File: src/assert_macros.svh
// Assertion helper macros for the find-and-replace RTL.
`ifndef ASSERT_MACROS_SVH
`define ASSERT_MACROS_SVH

// Immediate-cycle implication, clocked on aclk, masked while aresetn is low.
`define SFR_ASSERT_IMP(lbl, ante, cons, msg) \
    lbl: assert property (@(posedge aclk) disable iff (!aresetn) (ante) |-> (cons)) \
        else $error(msg);

// Next-cycle implication, clocked on aclk, masked while aresetn is low.
`define SFR_ASSERT_NXT(lbl, ante, cons, msg) \
    lbl: assert property (@(posedge aclk) disable iff (!aresetn) (ante) |=> (cons)) \
        else $error(msg);

`endif

File: src/sfr_pkg.sv
// Shared types and constants for the stream find-and-replace block.
package sfr_pkg;

    localparam int MAX_PATTERN = 8;
    localparam int LEN_W       = 4;
    localparam int POS_W       = 3;
    localparam int CNT_W       = 32;
    localparam int WORD_W      = 8 * MAX_PATTERN;
    localparam int CFG_IDX_W   = 2;

    typedef enum logic [CFG_IDX_W-1:0] {
        CFG_SEARCH_BYTES  = 2'd0,
        CFG_SEARCH_LEN    = 2'd1,
        CFG_REPLACE_BYTES = 2'd2,
        CFG_REPLACE_LEN   = 2'd3
    } cfg_idx_t;

    // Live configuration with lengths already clamped to their legal ranges.
    typedef struct packed {
        logic [WORD_W-1:0] search_bytes;
        logic [LEN_W-1:0]  search_len;
        logic [WORD_W-1:0] replace_bytes;
        logic [LEN_W-1:0]  replace_len;
    } cfg_t;

    // All result words caused by one input word.
    typedef struct packed {
        logic [MAX_PATTERN-1:0][7:0] bytes;
        logic [LEN_W-1:0]            cnt;     // 1..MAX_PATTERN entries
        logic                        last;    // final entry closes the string
        logic                        marker;  // single empty end marker
        logic [CNT_W-1:0]            count;   // replacements, for the final entry
    } burst_t;

endpackage

File: src/sfr_cfg_regs.sv
// Configuration registers with clamped pattern and replacement lengths.
module sfr_cfg_regs (
    input  logic                          aclk,
    input  logic                          aresetn,
    input  logic                          cfg_wr_en,
    input  logic [sfr_pkg::CFG_IDX_W-1:0] cfg_index,
    input  logic [sfr_pkg::WORD_W-1:0]    cfg_wdata,
    output sfr_pkg::cfg_t                 cfg
);
    import sfr_pkg::*;

    logic [WORD_W-1:0] search_bytes_reg;
    logic [LEN_W-1:0]  search_len_reg;
    logic [WORD_W-1:0] replace_bytes_reg;
    logic [LEN_W-1:0]  replace_len_reg;

    always_ff @(posedge aclk) begin
        if (!aresetn) begin
            search_bytes_reg  <= '0;
            search_len_reg    <= LEN_W'(1);
            replace_bytes_reg <= '0;
            replace_len_reg   <= '0;
        end else if (cfg_wr_en) begin
            case (cfg_idx_t'(cfg_index))
                CFG_SEARCH_BYTES:  search_bytes_reg  <= cfg_wdata;
                CFG_SEARCH_LEN:    search_len_reg    <= cfg_wdata[LEN_W-1:0];
                CFG_REPLACE_BYTES: replace_bytes_reg <= cfg_wdata;
                CFG_REPLACE_LEN:   replace_len_reg   <= cfg_wdata[LEN_W-1:0];
                default: ;
            endcase
        end
    end

    always_comb begin
        cfg.search_bytes  = search_bytes_reg;
        cfg.replace_bytes = replace_bytes_reg;
        // empty pattern acts as one byte; oversize lengths clamp to the maximum
        if (search_len_reg == '0)
            cfg.search_len = LEN_W'(1);
        else if (search_len_reg > LEN_W'(MAX_PATTERN))
            cfg.search_len = LEN_W'(MAX_PATTERN);
        else
            cfg.search_len = search_len_reg;
        if (replace_len_reg > LEN_W'(MAX_PATTERN))
            cfg.replace_len = LEN_W'(MAX_PATTERN);
        else
            cfg.replace_len = replace_len_reg;
    end

endmodule

File: src/sfr_match.sv
// Match engine: holds match position and hit count, builds each word's burst.
module sfr_match (
    input  logic            aclk,
    input  logic            aresetn,
    input  sfr_pkg::cfg_t   cfg,
    input  logic            in_fire,
    input  logic [7:0]      in_byte,
    input  logic            in_last,
    output logic            burst_push,
    output sfr_pkg::burst_t burst
);
    import sfr_pkg::*;

    typedef enum logic [1:0] {
        SEG_NONE = 2'd0,
        SEG_CHAR = 2'd1,
        SEG_REPL = 2'd2
    } seg_t;

    localparam int SUM_W = 5;

    logic [POS_W-1:0] match_pos_reg, match_pos_next;
    logic [CNT_W-1:0] hit_count_reg, hit_count_next;

    logic [MAX_PATTERN-1:0][7:0] sb;
    logic [MAX_PATTERN-1:0][7:0] rb;

    assign sb = cfg.search_bytes;
    assign rb = cfg.replace_bytes;

    always_comb begin
        logic [LEN_W-1:0] pos_p1;
        logic [POS_W-1:0] pos_mid;
        logic [POS_W-1:0] p1;
        logic [POS_W-1:0] p2;
        seg_t             seg;
        logic [LEN_W-1:0] l2;
        logic [SUM_W-1:0] end1;
        logic [SUM_W-1:0] end2;
        logic [SUM_W-1:0] total;
        logic [SUM_W-1:0] off;
        logic [CNT_W-1:0] hits;

        pos_p1  = {1'b0, match_pos_reg} + LEN_W'(1);
        pos_mid = '0;
        p1      = '0;
        seg     = SEG_NONE;
        off     = '0;

        if (in_byte == sb[match_pos_reg]) begin
            if (pos_p1 >= cfg.search_len) seg = SEG_REPL;
            else                          pos_mid = pos_p1[POS_W-1:0];
        end else if (match_pos_reg != '0) begin
            // partial match broke: release the held prefix, retry on byte zero
            p1 = match_pos_reg;
            if (in_byte == sb[0]) begin
                if (cfg.search_len == LEN_W'(1)) seg = SEG_REPL;
                else                             pos_mid = POS_W'(1);
            end else begin
                seg = SEG_CHAR;
            end
        end else begin
            seg = SEG_CHAR;
        end

        case (seg)
            SEG_REPL: l2 = cfg.replace_len;
            SEG_CHAR: l2 = LEN_W'(1);
            default:  l2 = '0;
        endcase

        hits = hit_count_reg;
        if (seg == SEG_REPL && hit_count_reg != '1) hits = hit_count_reg + CNT_W'(1);

        // flush any prefix still held at the end of the string
        p2             = in_last ? pos_mid : '0;
        match_pos_next = in_last ? '0 : pos_mid;
        hit_count_next = in_last ? '0 : hits;

        end1  = SUM_W'(p1);
        end2  = end1 + SUM_W'(l2);
        total = end2 + SUM_W'(p2);

        for (int k = 0; k < MAX_PATTERN; k++) begin
            if (SUM_W'(k) < end1) begin
                burst.bytes[k] = sb[k];
            end else if (SUM_W'(k) < end2) begin
                off = SUM_W'(k) - end1;
                burst.bytes[k] = (seg == SEG_REPL) ? rb[off[POS_W-1:0]] : in_byte;
            end else begin
                off = SUM_W'(k) - end2;
                burst.bytes[k] = sb[off[POS_W-1:0]];
            end
        end

        if (total == '0)
            burst.cnt = LEN_W'(1);
        else if (total > SUM_W'(MAX_PATTERN))
            burst.cnt = LEN_W'(MAX_PATTERN);
        else
            burst.cnt = total[LEN_W-1:0];
        burst.marker = (total == '0);
        burst.last   = in_last;
        burst.count  = hits;
        burst_push   = in_fire && (total != '0 || in_last);
    end

    always_ff @(posedge aclk) begin
        if (!aresetn) begin
            match_pos_reg <= '0;
            hit_count_reg <= '0;
        end else if (in_fire) begin
            match_pos_reg <= match_pos_next;
            hit_count_reg <= hit_count_next;
        end
    end

endmodule

File: src/sfr_out_buf.sv
// Result register: holds one burst and hands it out one word per cycle while m_ready is high.
module sfr_out_buf (
    input  logic            aclk,
    input  logic            aresetn,
    input  logic            burst_push,
    input  sfr_pkg::burst_t burst_in,
    output logic            can_accept,
    output logic            m_valid,
    input  logic            m_ready,
    output logic [7:0]      m_out_byte,
    output logic            m_byte_valid,
    output logic            m_out_last,
    output logic [31:0]     m_replace_count
);
    import sfr_pkg::*;

    logic             busy_reg;
    logic [POS_W-1:0] idx_reg;
    burst_t           burst_reg;

    logic take;
    logic at_end;

    assign at_end     = ({1'b0, idx_reg} + LEN_W'(1)) == burst_reg.cnt;
    assign take       = busy_reg && m_ready;
    assign can_accept = !busy_reg || (take && at_end);

    assign m_valid         = busy_reg;
    assign m_out_byte      = burst_reg.marker ? 8'd0 : burst_reg.bytes[idx_reg];
    assign m_byte_valid    = !burst_reg.marker;
    assign m_out_last      = burst_reg.last && at_end;
    assign m_replace_count = m_out_last ? burst_reg.count : '0;

    always_ff @(posedge aclk) begin
        if (!aresetn) begin
            busy_reg <= 1'b0;
            idx_reg  <= '0;
        end else if (burst_push) begin
            busy_reg <= 1'b1;
            idx_reg  <= '0;
        end else if (take && at_end) begin
            busy_reg <= 1'b0;
        end else if (take) begin
            idx_reg  <= idx_reg + POS_W'(1);
        end
    end

    always_ff @(posedge aclk) begin
        if (burst_push) burst_reg <= burst_in;
    end

endmodule

File: src/stream_find_and_replace_top.sv
// Top level of the streaming find-and-replace block.
//
//  channel  | handshake          | payload
//  ---------+--------------------+------------------------------------------------
//  input    | s_valid / s_ready  | s_in_byte, s_in_last
//  result   | m_valid / m_ready  | m_out_byte, m_byte_valid, m_out_last,
//           |                    | m_replace_count
//  config   | cfg_wr_en          | cfg_index, cfg_wdata (no wait, no read-back)
//
//  An input word is matched in the cycle it is accepted; its burst of zero to
//  eight result words lands in the result register at that edge.
//  The result register hands out one word per cycle while m_ready is high; a new
//  input word waits until the final word of the previous burst leaves, and input
//  words yielding no result are taken one per cycle while s_ready is high.
//  s_ready is high while the result register is empty or its final word leaves.
//  Reset clears match position, hit count and the result register; config
//  registers return to pattern length one, empty replacement.
module stream_find_and_replace_top (
    input  logic                          aclk,
    input  logic                          aresetn,
    // configuration
    input  logic                          cfg_wr_en,
    input  logic [sfr_pkg::CFG_IDX_W-1:0] cfg_index,
    input  logic [sfr_pkg::WORD_W-1:0]    cfg_wdata,
    // input words
    input  logic                          s_valid,
    output logic                          s_ready,
    input  logic [7:0]                    s_in_byte,
    input  logic                          s_in_last,
    // result words
    output logic                          m_valid,
    input  logic                          m_ready,
    output logic [7:0]                    m_out_byte,
    output logic                          m_byte_valid,
    output logic                          m_out_last,
    output logic [31:0]                   m_replace_count
);
    import sfr_pkg::*;

    `include "assert_macros.svh"

    cfg_t   cfg;
    burst_t burst;
    logic   burst_push;
    logic   in_fire;

    // accept an input word whenever the result register can take its burst
    assign in_fire = s_valid && s_ready;

    sfr_cfg_regs u_cfg (
        .aclk      (aclk),
        .aresetn   (aresetn),
        .cfg_wr_en (cfg_wr_en),
        .cfg_index (cfg_index),
        .cfg_wdata (cfg_wdata),
        .cfg       (cfg)
    );

    // match against the live pattern, advance the position, build the burst
    sfr_match u_match (
        .aclk       (aclk),
        .aresetn    (aresetn),
        .cfg        (cfg),
        .in_fire    (in_fire),
        .in_byte    (s_in_byte),
        .in_last    (s_in_last),
        .burst_push (burst_push),
        .burst      (burst)
    );

    // hold the burst and drain it a word at a time
    sfr_out_buf u_out (
        .aclk            (aclk),
        .aresetn         (aresetn),
        .burst_push      (burst_push),
        .burst_in        (burst),
        .can_accept      (s_ready),
        .m_valid         (m_valid),
        .m_ready         (m_ready),
        .m_out_byte      (m_out_byte),
        .m_byte_valid    (m_byte_valid),
        .m_out_last      (m_out_last),
        .m_replace_count (m_replace_count)
    );

    // an empty result register never stalls the input side
    `SFR_ASSERT_IMP(a_idle_ready, !m_valid, s_ready, "input stalled with empty result register")
    // the empty marker only ever closes a string
    `SFR_ASSERT_IMP(a_marker_last, m_valid && !m_byte_valid, m_out_last && m_out_byte == 8'd0,
        "empty marker without last")
    // the count is shown on the closing word only
    `SFR_ASSERT_IMP(a_count_last, m_valid && !m_out_last, m_replace_count == '0,
        "replace count outside final word")
    // a word taken mid-burst leaves more of the burst behind
    `SFR_ASSERT_NXT(a_burst_hold, m_valid && m_ready && !s_ready, m_valid,
        "burst drained early")

endmodule
File: config.mk
export PLATFORM = sky130hd
export DESIGN_NAME = stream_find_and_replace_top
export DESIGN_NICKNAME = d
export VERILOG_FILES = /design/src/sfr_pkg.sv /design/src/sfr_cfg_regs.sv /design/src/sfr_match.sv /design/src/sfr_out_buf.sv /design/src/stream_find_and_replace_top.sv
export VERILOG_INCLUDE_DIRS = /design/src /design/src/src
export SDC_FILE = /design/constraint.sdc
export NUM_CORES = 1
export LEC_CHECK = 0
export BUFFER_PORTS_ARGS = -buffer_cell sky130_fd_sc_hd__buf_2
export CORE_UTILIZATION = 30
export DETAILED_ROUTE_END_ITERATION = 7
export PLACE_DENSITY = 0.47
export SLEW_MARGIN = 20
export SYNTH_ARGS = -nofsm -noshare
export SYNTH_HDL_FRONTEND = slang
export SYNTH_SLANG_ARGS = --single-unit
File: constraint.sdc
create_clock -name aclk -period 18.1 [get_ports aclk]
set_input_delay 0 -clock aclk [delete_from_list [all_inputs] [get_ports aclk]]
set_output_delay 0 -clock aclk [all_outputs]
set_load 0.01 [all_outputs]
==> run summary, run 1 <==
H-tree depth -> 2
DRC viols -> 0
Worst slack at placement -> 9458 ps
CTS tree -> yes
Clk_lat worst skew -> 560 ps
Clock power frac -> 0.443
Post-DP HPWL -> 54,960 microns
Wire per inst -> 24.94 microns
Crit path launch type -> flop
Initial drt markers -> 1,775
Die width -> 247.7 microns
Combinational Power Share -> 0.097
Area Overhead vs Synth -> 16.77%
Sw Pwr -> 0.3981 mW
# rows -> 89
Post-synth EDFFs -> 102
Status -> finished clean
Peak VDD IR -> 0.06888 mV
Antenna viol nets, final -> 0
Clock sinks -> 277
Mapped Cells -> 2,035
Fin crit share -> 0.4836
Internal power -> 1.128 mW
Initial antenna violation count -> 1
Crit-path max FO -> 66
Vias -> 16,740
First-pass GRT wire length -> 105,600 microns
Pin count of the biggest net entering global routing -> 98
Cell variety after synth -> 68
Max Slew Vio Count -> 0
Top cells by area, synth -> dfxtp_1 19%, edfxtp_1 17%, mux4_2 12%
CP Class -> flop to flop
Die height -> 247.7 microns
RD Place Congestion -> 0.9991
Number of port buffers -> 123
Die area -> 0.06136 sq mm
Synth Flop Type -> dfxtp_1
Sequential area share after synthesis -> 0.3625
Total I/O pin count -> 124
Setup violators final -> 0
Flops & latches, synth -> 277
Highest Clock Rate -> 114.2 MHz
Syn_nets -> 2,147
Worst Path Required -> 18,270 ps
RSZ-0062 raised after global routing -> false
Avg Cell Area, Syn -> 8.900 sq um
Crit-path leading delay family -> buffers and inverters
Fin. Hold Viols -> 0
Total track usage -> 0.2355
Pwr Total -> 1.526 mW
Clock Tree Buf Depth -> 3
DRT Wirelength -> 73,160 microns
CP Buf/Inv Count -> 7
Clk slew on worst S/H paths -> 60 ps
Vias in the first global route -> 15,550
Nets -> 2,248
Synth area leader -> dfxtp_1
# Max-Cap Violations -> 0
Final worst setup slack -> 9347 ps
Tmin final -> 8753 ps
Seq pwr share -> 0.460
WP data arrival -> 8930 ps
Ys async rst share -> 0
Grt total ovfl -> 0
ANT cells -> 0
Share of layout cells above drive strength 1 -> 0.1616
Worst slew pin tran -> 1097 ps
Critical path cell sequence -> buf_4 > inv_1 > a2111oi_0 > or4_1 > o211ai_1 > or4_1 > nand2_1 > and3_1 > ha_1 > buf_4 > nor4bb_1 > fa_2 > inv_1 > fa_1 > inv_1 > a21oi_1 > xnor2_1 > nor3_1 > a21oi_1 > nor2_1 > a21o_1 > inv_4 > buf_4
Core Area -> 0.05935 sq mm
Drt first pass iters -> 8
Cell Pwr Density -> 72.16 mW/mm^2
Setup TNS -> 0 ps
PostCTS Resize Cnt -> 0
Leading cell types in the layout, fill and taps excluded -> 434 x nand2_1, 216 x a21oi_1, 174 x dfxtp_1
Worst hold path type -> input port to flop
Cell Area, Synth -> 0.01811 sq mm
Core Util, Final -> 0.3563
Total CTS buffers -> 34
Vias per cell -> 5.708
Worst setup EP type -> flop
Max FFs per register -> 102
Sw Share -> 0.2609
Most common cell after layout, fill and taps aside -> nand2_1
Initial Util -> 0.3052
Clk_skew -> 22.63 ps
WHS -> 70.03 ps
CP max stage cell -> or4_1
Root buf cell -> clkbuf_16
P_leak -> 7.784 nW
CP peak stage delay -> 900 ps
Slew HR -> 0.2690
Post-synth top area share -> 0.1934
Yosys warnings -> 0
[path summary, 6_finish.rpt]
kind                            start  slack [ps]  depth (start not counted)                       end
max          u_match.match_pos_reg[0]        9350                         23       u_out.burst_reg[58]
min                         cfg_wr_en          70                          4   u_cfg.search_len_reg[1]
max reg2reg  u_match.match_pos_reg[0]        9350                         23       u_out.burst_reg[58]
min reg2reg  u_cfg.replace_len_reg[1]         500                          2  u_cfg.replace_len_reg[1]
[worst reg2reg max path, delay by kind of cell, from the launching register on]
kind | cells | cell delay, ps
compound gates | 5 | 1250
xor+xnor | 1 | 150
fa+ha+maj | 3 | 1050
buf+inv | 7 | 2930
flops | 1 | 620
simple gates | 7 | 2300
[logic make-up after synthesis]
group / Yosys count / share of synthesized area
mux: 219 / 0.1911
fa+ha+maj: 32 / 0.02293
simple gates: 801 / 0.1945
compound gates: 467 / 0.1602
flops: 277 / 0.3625
xor+xnor: 58 / 0.02805
buf+inv: 181 / 0.04069
[metal layers]
| metal | vias up | track usage | wire, microns |
|---|---|---|---|
| met5 | - | 0 | 13 |
| met2 | 750 | 0.3500 | 31550 |
| li1 | 7656 | - | - |
| met1 | 8216 | 0.3261 | 32150 |
| met4 | 2 | 0.07597 | 2315 |
| met3 | 117 | 0.06791 | 7130 |
[metrics by stage]
step / std cells / area (sq um)
2_1_floorplan: 2035 / 18110
3_5_place_dp: 2804 / 19360
5_1_grt: 2933 / 21150
4_1_cts: 2932 / 21130
6_report: 2933 / 21150
3_3_place_gp: 2804 / 19360
[what timing repair did]
action	4_1_cts	5_1_grt
setup buffers	0	0
hold buffers	68	0
hold endpoints to repair	142	0
[area by class of cell]
class,instances,area (sq um)
fillers,6107,38200
multi-input cells,1577,10890
flip-flops and latches,277,6570
repair buffers,221,1529
well taps,773,967.2
clock buffers,47,939.7
clock inverters,13,147.6
inverters,25,103.9
[power groups by stage]
stage / Clock (mW) / Combinational, mW / Sequential (mW)
floorplan: 0 / 0.0849 / 0.699
global placement: 0 / 0.133 / 0.714
detailed placement: 0 / 0.134 / 0.715
CTS: 0.690 / 0.146 / 0.702
global route: 0.713 / 0.160 / 0.704
finish: 0.676 / 0.148 / 0.702
[synthesized netlist by cell type, drive strengths merged, types with 8 or more instances]
cell type,instances
a211o,12
a21o,12
a21oi,217
a22oi,57
a31o,8
a31oi,37
a41oi,14
and2,11
and3,51
buf,37
clkbuf,119
dfxtp,175
edfxtp,102
ha,30
inv,23
mux2,14
mux2i,105
mux4,100
nand2,435
nand2b,13
nand3,62
nand3b,8
nand4,12
nor2,146
nor2b,8
nor3,20
o21ai,41
o22a,12
o22ai,23
xnor2,28
xor2,30
Note: power is estimated with default switching activity, not from simulation.
==> inputs of run 2 (changes only) <==
- ABC_AREA: default -> 1
- clock period: 18.1 -> 8.85 ns (I/O delays scaled with it)
==> run 2 against run 1 <==
Effect of this change:
- routed wire length increased by 20%
- die area rose by 4.0%
- sequential cell count stayed put
- via count up 22%
- combinational power rose to 2.9 times the previous value
- first-iteration DRC count is 31% higher
- count of clock-buffer cells in the layout is the same
- sequential power grew 100%
- highest routed layer unchanged
- register-to-register slack worse by 8300 ps
- global-route usage up 3.4 points
==> run summary, run 2 <==
Initial Util -> 0.3047
Most common cell in the netlist -> nand2_1
Final worst setup slack -> 1082 ps
Post-route cell area -> 0.02225 sq mm
RSZ-0062 raised after global routing -> false
Worst hold stages -> 5
Share of layout cells above drive strength 1 -> 0.08191
PostCTS Resize Cnt -> 0
H-tree depth -> 2
Cell Pwr Density -> 159.4 mW/mm^2
R2R Path Start -> u_match.match_pos_reg[1]
Most used cell, CP -> nand2_1
Worst Path Required -> 9120 ps
Total I/O pin count -> 124
Reg2reg path depth -> 30
Clock sinks -> 277
Total track usage -> 0.2691
Antenna viol nets, final -> 0
Post-DP Area -> 0.01997 sq mm
WP data arrival -> 8040 ps
Most common cell after layout, fill and taps aside -> nand2_1
Die width -> 252.6 microns
Top cells by area, synth -> dfxtp_1 19%, edfxtp_1 16%, nand2_1 14%
Yosys warnings -> 0
Hold path startpoint -> s_valid
Post-synth top area share -> 0.1860
Avg Cell Area, Syn -> 6.450 sq um
Worst flop-to-flop path endpoint -> u_out.burst_reg[56]
Sw Share -> 0.2683
Mapped Cells -> 2,921
# rows -> 91
Worst reg2reg setup slack -> 1080 ps
Post-DP HPWL -> 66,980 microns
Clk_lat worst skew -> 580 ps
Status -> finished clean
Peak VDD IR -> 0.1550 mV
CP max stage cell -> dfxtp_1
Syn_nets -> 3,033
Initial drt markers -> 2,329
Die area -> 0.06380 sq mm
ANT cells -> 0
DRT Wirelength -> 87,660 microns
Slew HR -> 0.2549
RD Place Congestion -> 1.011
Clock power frac -> 0.474
Worst slew pin tran -> 1111 ps
Core Area -> 0.06183 sq mm
P_leak -> 9.707 nW
Drt first pass iters -> 6
Vias per cell -> 5.242
Setup violators final -> 0
Worst slack at placement -> 1216 ps
Core Util, Final -> 0.3598
Synth area leader -> dfxtp_1
Layout filler cell count -> 6,738
Worst setup EP type -> flop
CP Class -> flop to flop
Clock Tree Buf Depth -> 3
Post-synth EDFFs -> 102
Grt total ovfl -> 0
Wire per inst -> 22.54 microns
Vias in the first global route -> 18,310
Most frequent cells after synthesis -> 694 x nand2_1, 413 x nand3_1, 323 x o21ai_0
Seq pwr share -> 0.404
Area Overhead vs Synth -> 18.09%
Sw Pwr -> 0.9516 mW
Clk_skew -> 41.32 ps
DRC viols -> 0
Fin. Hold Viols -> 0
Hold endpoint -> u_match.hit_count_reg[3]
Highest Clock Rate -> 128.7 MHz
First-pass GRT wire length -> 125,600 microns
Max FFs per register -> 102
Ys async rst share -> 0
Tmin final -> 7768 ps
Synth Flop Type -> dfxtp_1
Die height -> 252.6 microns
Total CTS buffers -> 37
Number of port buffers -> 123
Leading cell types in the layout, fill and taps excluded -> 694 x nand2_1, 413 x nand3_1, 323 x o21ai_0
# Max-Cap Violations -> 0
Flops & latches, synth -> 277
Max Slew Vio Count -> 0
Initial antenna violation count -> 5
Combinational Power Share -> 0.122
Setup Buffers After CTS -> 0
Cell variety after synth -> 43
Nets -> 3,136
Root buf cell -> clkbuf_16
Fin crit share -> 0.8778
Cell Area, Synth -> 0.01884 sq mm
Vias -> 20,390
Internal power -> 2.595 mW
Setup TNS -> 0 ps
Pin count of the biggest net entering global routing -> 108
Sequential area share after synthesis -> 0.3485
Worst hold path type -> input port to flop
Clk slew on worst S/H paths -> 60 ps
CP peak stage delay -> 910 ps
Crit path launch type -> flop
CTS tree -> yes
Crit-path max FO -> 71
[run 2: cell count changes in the layout (fill, tap and decap cells not counted), sizes merged, moves of 51 or more]
cell,delta
and3,-51
inv,+286
mux2i,-97
mux4,-100
nand2,+268
nand3,+351
nor2,+147
o21ai,+285
[run 2: worst max path at each step]
stage / startpoint / end / slack [ps] / cells after the start
after floorplan: u_match.match_pos_reg[0] / u_out.burst_reg[0] / 1220 / 28
after global placement: u_match.match_pos_reg[1] / u_out.burst_reg[72] / 1310 / 27
after detailed placement: u_match.match_pos_reg[1] / u_out.burst_reg[55] / 1220 / 30
after CTS: u_match.match_pos_reg[1] / u_out.burst_reg[48] / 1190 / 30
after global routing: u_match.match_pos_reg[1] / u_out.burst_reg[48] / 430 / 30
final: u_match.match_pos_reg[1] / u_out.burst_reg[56] / 1080 / 30
[run 2: repair_timing]
action / in CTS / in global routing
hold endpoints to repair: 138 / 0
setup endpoints to repair: 0 / 0
hold buffers: 93 / 0
[run 2: area by class of cell]
type,instances,area (sq um),area share
Inverter,319,1207,0.05427
Timing Repair Buffer,241,1749,0.07862
Multi-Input combinational cell,2148,10330,0.4643
Tap cell,837,1047,0.04707
Clock inverter,20,312.8,0.01406
Sequential cell,277,6566,0.2951
Clock buffer,47,1036,0.04657
[run 2: worst max-delay path, delay by kind of cell (launching register included)]
family,cells,cell delay [ps]
AO/OA/AOI/OAI,3,820
XOR/XNOR,1,180
adder cells (fa/ha/maj),4,1280
buffers and inverters,8,1940
flip-flops,1,910
AND/OR/NAND/NOR,14,2240
[run 2: per-layer routing]
| metal | GRT usage | part of all wire |
|---|---|---|
| met4 | 0.1051 | 0.040 |
| met1 | 0.3891 | 0.47 |
| met3 | 0.04068 | 0.067 |
| met5 | 0 | 0.00038 |
| met2 | 0.3977 | 0.42 |
[run 2: power groups by stage]
stage / combinational, mW / sequential [mW] / clock [mW]
floorplan: 0.237 / 1.44 / 0
global placement: 0.395 / 1.46 / 0
detailed placement: 0.395 / 1.46 / 0
CTS: 0.428 / 1.43 / 1.71
global route: 0.476 / 1.44 / 1.76
finish: 0.432 / 1.43 / 1.68
[run 2: cells by family after synthesis]
kind of cell             Yosys count  synth area share
flip-flops                       277            0.3485
buffers and inverters            496            0.1050
multiplexers                      16          0.009033
AO/OA/AOI/OAI                    599            0.1690
adder cells (fa/ha/maj)           32           0.02205
AND/OR/NAND/NOR                 1455            0.3250
XOR/XNOR                          46           0.02139
[run 2: through the flow]
stage	total power [mW]	hold slack, ps	cells
6_report	3.547	53.26	3889
5_1_grt	3.672	112.0	3889
4_1_cts	3.572	21.64	3889
3_5_place_dp	1.854	243.6	3729
3_3_place_gp	1.854	239.7	3729
2_1_floorplan	1.679	98.87	2921
==> inputs of run 3 (changes only) <==
- ABC_AREA: 1 -> default
- CORE_MARGIN: default -> 3
- SLEW_MARGIN: 20 -> default
==> run 3 against run 2 <==
Effect of this change:
- count of clock-buffer cells in the layout is 6 lower
- power is 14% lower
- routed wire length fell by 17%
- sequential share of layout area is 1.5 points higher
- via count down 18%
- sequential cell count unchanged
- first-iteration DRC count shrank 25%
- design area is 4.8% lower
- largest power group is now registers
- highest routed layer is now met4
==> run summary, run 3 (synthesis results as in run 1) <==
Root buf cell -> clkbuf_16
Clock Tree Buf Depth -> 3
Share of layout cells above drive strength 1 -> 0.1657
Grt total ovfl -> 0
Worst setup EP type -> flop
Pwr Total -> 3.047 mW
CTS Hold Bufs -> 69
Clk slew on worst S/H paths -> 60 ps
Clk_lat worst skew -> 590 ps
Vias per cell -> 5.691
Total track usage -> 0.2272
WP data arrival -> 7900 ps
Crit-path max FO -> 36
R2R Path Start -> u_match.match_pos_reg[1]
# Max-Cap Violations -> 0
Fin. Hold Viols -> 0
Status -> finished clean
Pin count of the biggest net entering global routing -> 98
Nets -> 2,260
Reg2reg path depth -> 25
Worst reg2reg setup slack -> 1240 ps
Highest Clock Rate -> 131.3 MHz
Tmin final -> 7613 ps
Drt first pass iters -> 7
Clock sinks -> 277
Setup TNS -> 0 ps
Total I/O pin count -> 124
Antenna viol nets, final -> 0
CTS tree -> yes
Setup Buffers After CTS -> 0
Die width -> 251.7 microns
Critical Path Source -> u_match.match_pos_reg[1]
Initial drt markers -> 1,750
ANT cells -> 0
Leading cell types in the layout, fill and taps excluded -> 434 x nand2_1, 217 x a21oi_1, 174 x dfxtp_1
Crit path to -> u_out.burst_reg[44]
Total CTS buffers -> 31
RD Place Congestion -> 0.9428
Initial Util -> 0.3052
DRC viols -> 0
Slew HR -> 0.3149
Clk_skew -> 22.05 ps
Cell Pwr Density -> 143.9 mW/mm^2
Die height -> 251.7 microns
Initial antenna violation count -> 1
Crit-path leading delay family -> simple AND/OR/NAND/NOR gates
Max Slew Vio Count -> 0
Post-DP HPWL -> 55,910 microns
# rows -> 89
Worst Path Required -> 9140 ps
Setup violators final -> 0
First-pass GRT wire length -> 108,800 microns
CP peak stage delay -> 870 ps
Wire per inst -> 24.85 microns
Fin crit share -> 0.8603
H-tree depth -> 1
CP Buf/Inv Count -> 6
Worst slew pin tran -> 1028 ps
DRT Wirelength -> 73,180 microns
Layout filler cell count -> 6,092
Crit path launch type -> flop
Worst flop-to-flop path endpoint -> u_out.burst_reg[44]
Core Area -> 0.05935 sq mm
P_leak -> 7.817 nW
Cell depth of the worst setup path -> 25
Vias -> 16,760
Peak VDD IR -> 0.1292 mV
CP max stage cell -> or4_1
Worst hold path type -> input port to flop
Number of port buffers -> 123
Most common cell after layout, fill and taps aside -> nand2_1
Area Overhead vs Synth -> 16.92%
Vias in the first global route -> 15,910
PostCTS Resize Cnt -> 0
CP Class -> flop to flop
Die area -> 0.06336 sq mm
Max FFs per register -> 102
RSZ-0062 raised after global routing -> false
WHS -> 38.90 ps
## run 3: tightest hold or removal path, cell delays in order
cell and delay (ps):
buf_2 120, nand3b_1 270, mux2i_1 120, nand2_1 60
## run 3: worst min-delay path by stage
stage | cells past startpoint | slack, ps | startpoint | to
detailed placement | 3 | 260 | cfg_wdata[13] | u_cfg.search_bytes_reg[13]
finish | 4 | 40 | cfg_wr_en | u_cfg.search_len_reg[0]
floorplan | 1 | 60 | aresetn | u_cfg.search_len_reg[0]
global placement | 3 | 250 | cfg_wdata[31] | u_cfg.replace_bytes_reg[31]
global route | 5 | 60 | s_valid | u_match.hit_count_reg[25]
CTS | 4 | 20 | cfg_wr_en | u_cfg.search_len_reg[0]
## run 3: power by group
part | leakage (nW) | total (mW) | switching [mW] | internal, mW
logic | 4.87 | 0.302 | 0.179 | 0.122
registers | 2.43 | 1.44 | 0.0642 | 1.38
clock network | 0.511 | 1.31 | 0.543 | 0.762
## run 3: per-stage QoR
step,setup slack (ps),instances,area (sq um),utilization
CTS,1209,2945,21180,0.3568
floorplan,61.75,2035,18120,-
global route,706.7,2945,21180,0.3568
finish,1237,2945,21180,0.3568
global placement,1398,2819,19450,0.3277
detailed placement,1224,2819,19450,0.3277
## run 3: area by class of cell
type                            instances  area (sq um)  area share
Clock buffer                           41         884.6     0.04177
Clock inverter                         16         152.6    0.007208
Inverter                               25         105.1    0.004963
Multi-Input combinational cell       1577         10860      0.5129
Sequential cell                       277          6570      0.3102
Tap cell                              773         967.2     0.04567
Timing Repair Buffer                  236          1637     0.07728
## run 3: routing by layer
| metal | up-vias | track usage | part of all wire |
|---|---|---|---|
| li1 | 7676 | - | - |
| met1 | 8268 | 0.3290 | 0.45 |
| met2 | 715 | 0.3518 | 0.44 |
| met3 | 101 | 0.03752 | 0.080 |
| met4 | 0 | 0.05984 | 0.027 |
| met5 | - | 0 | 0 |
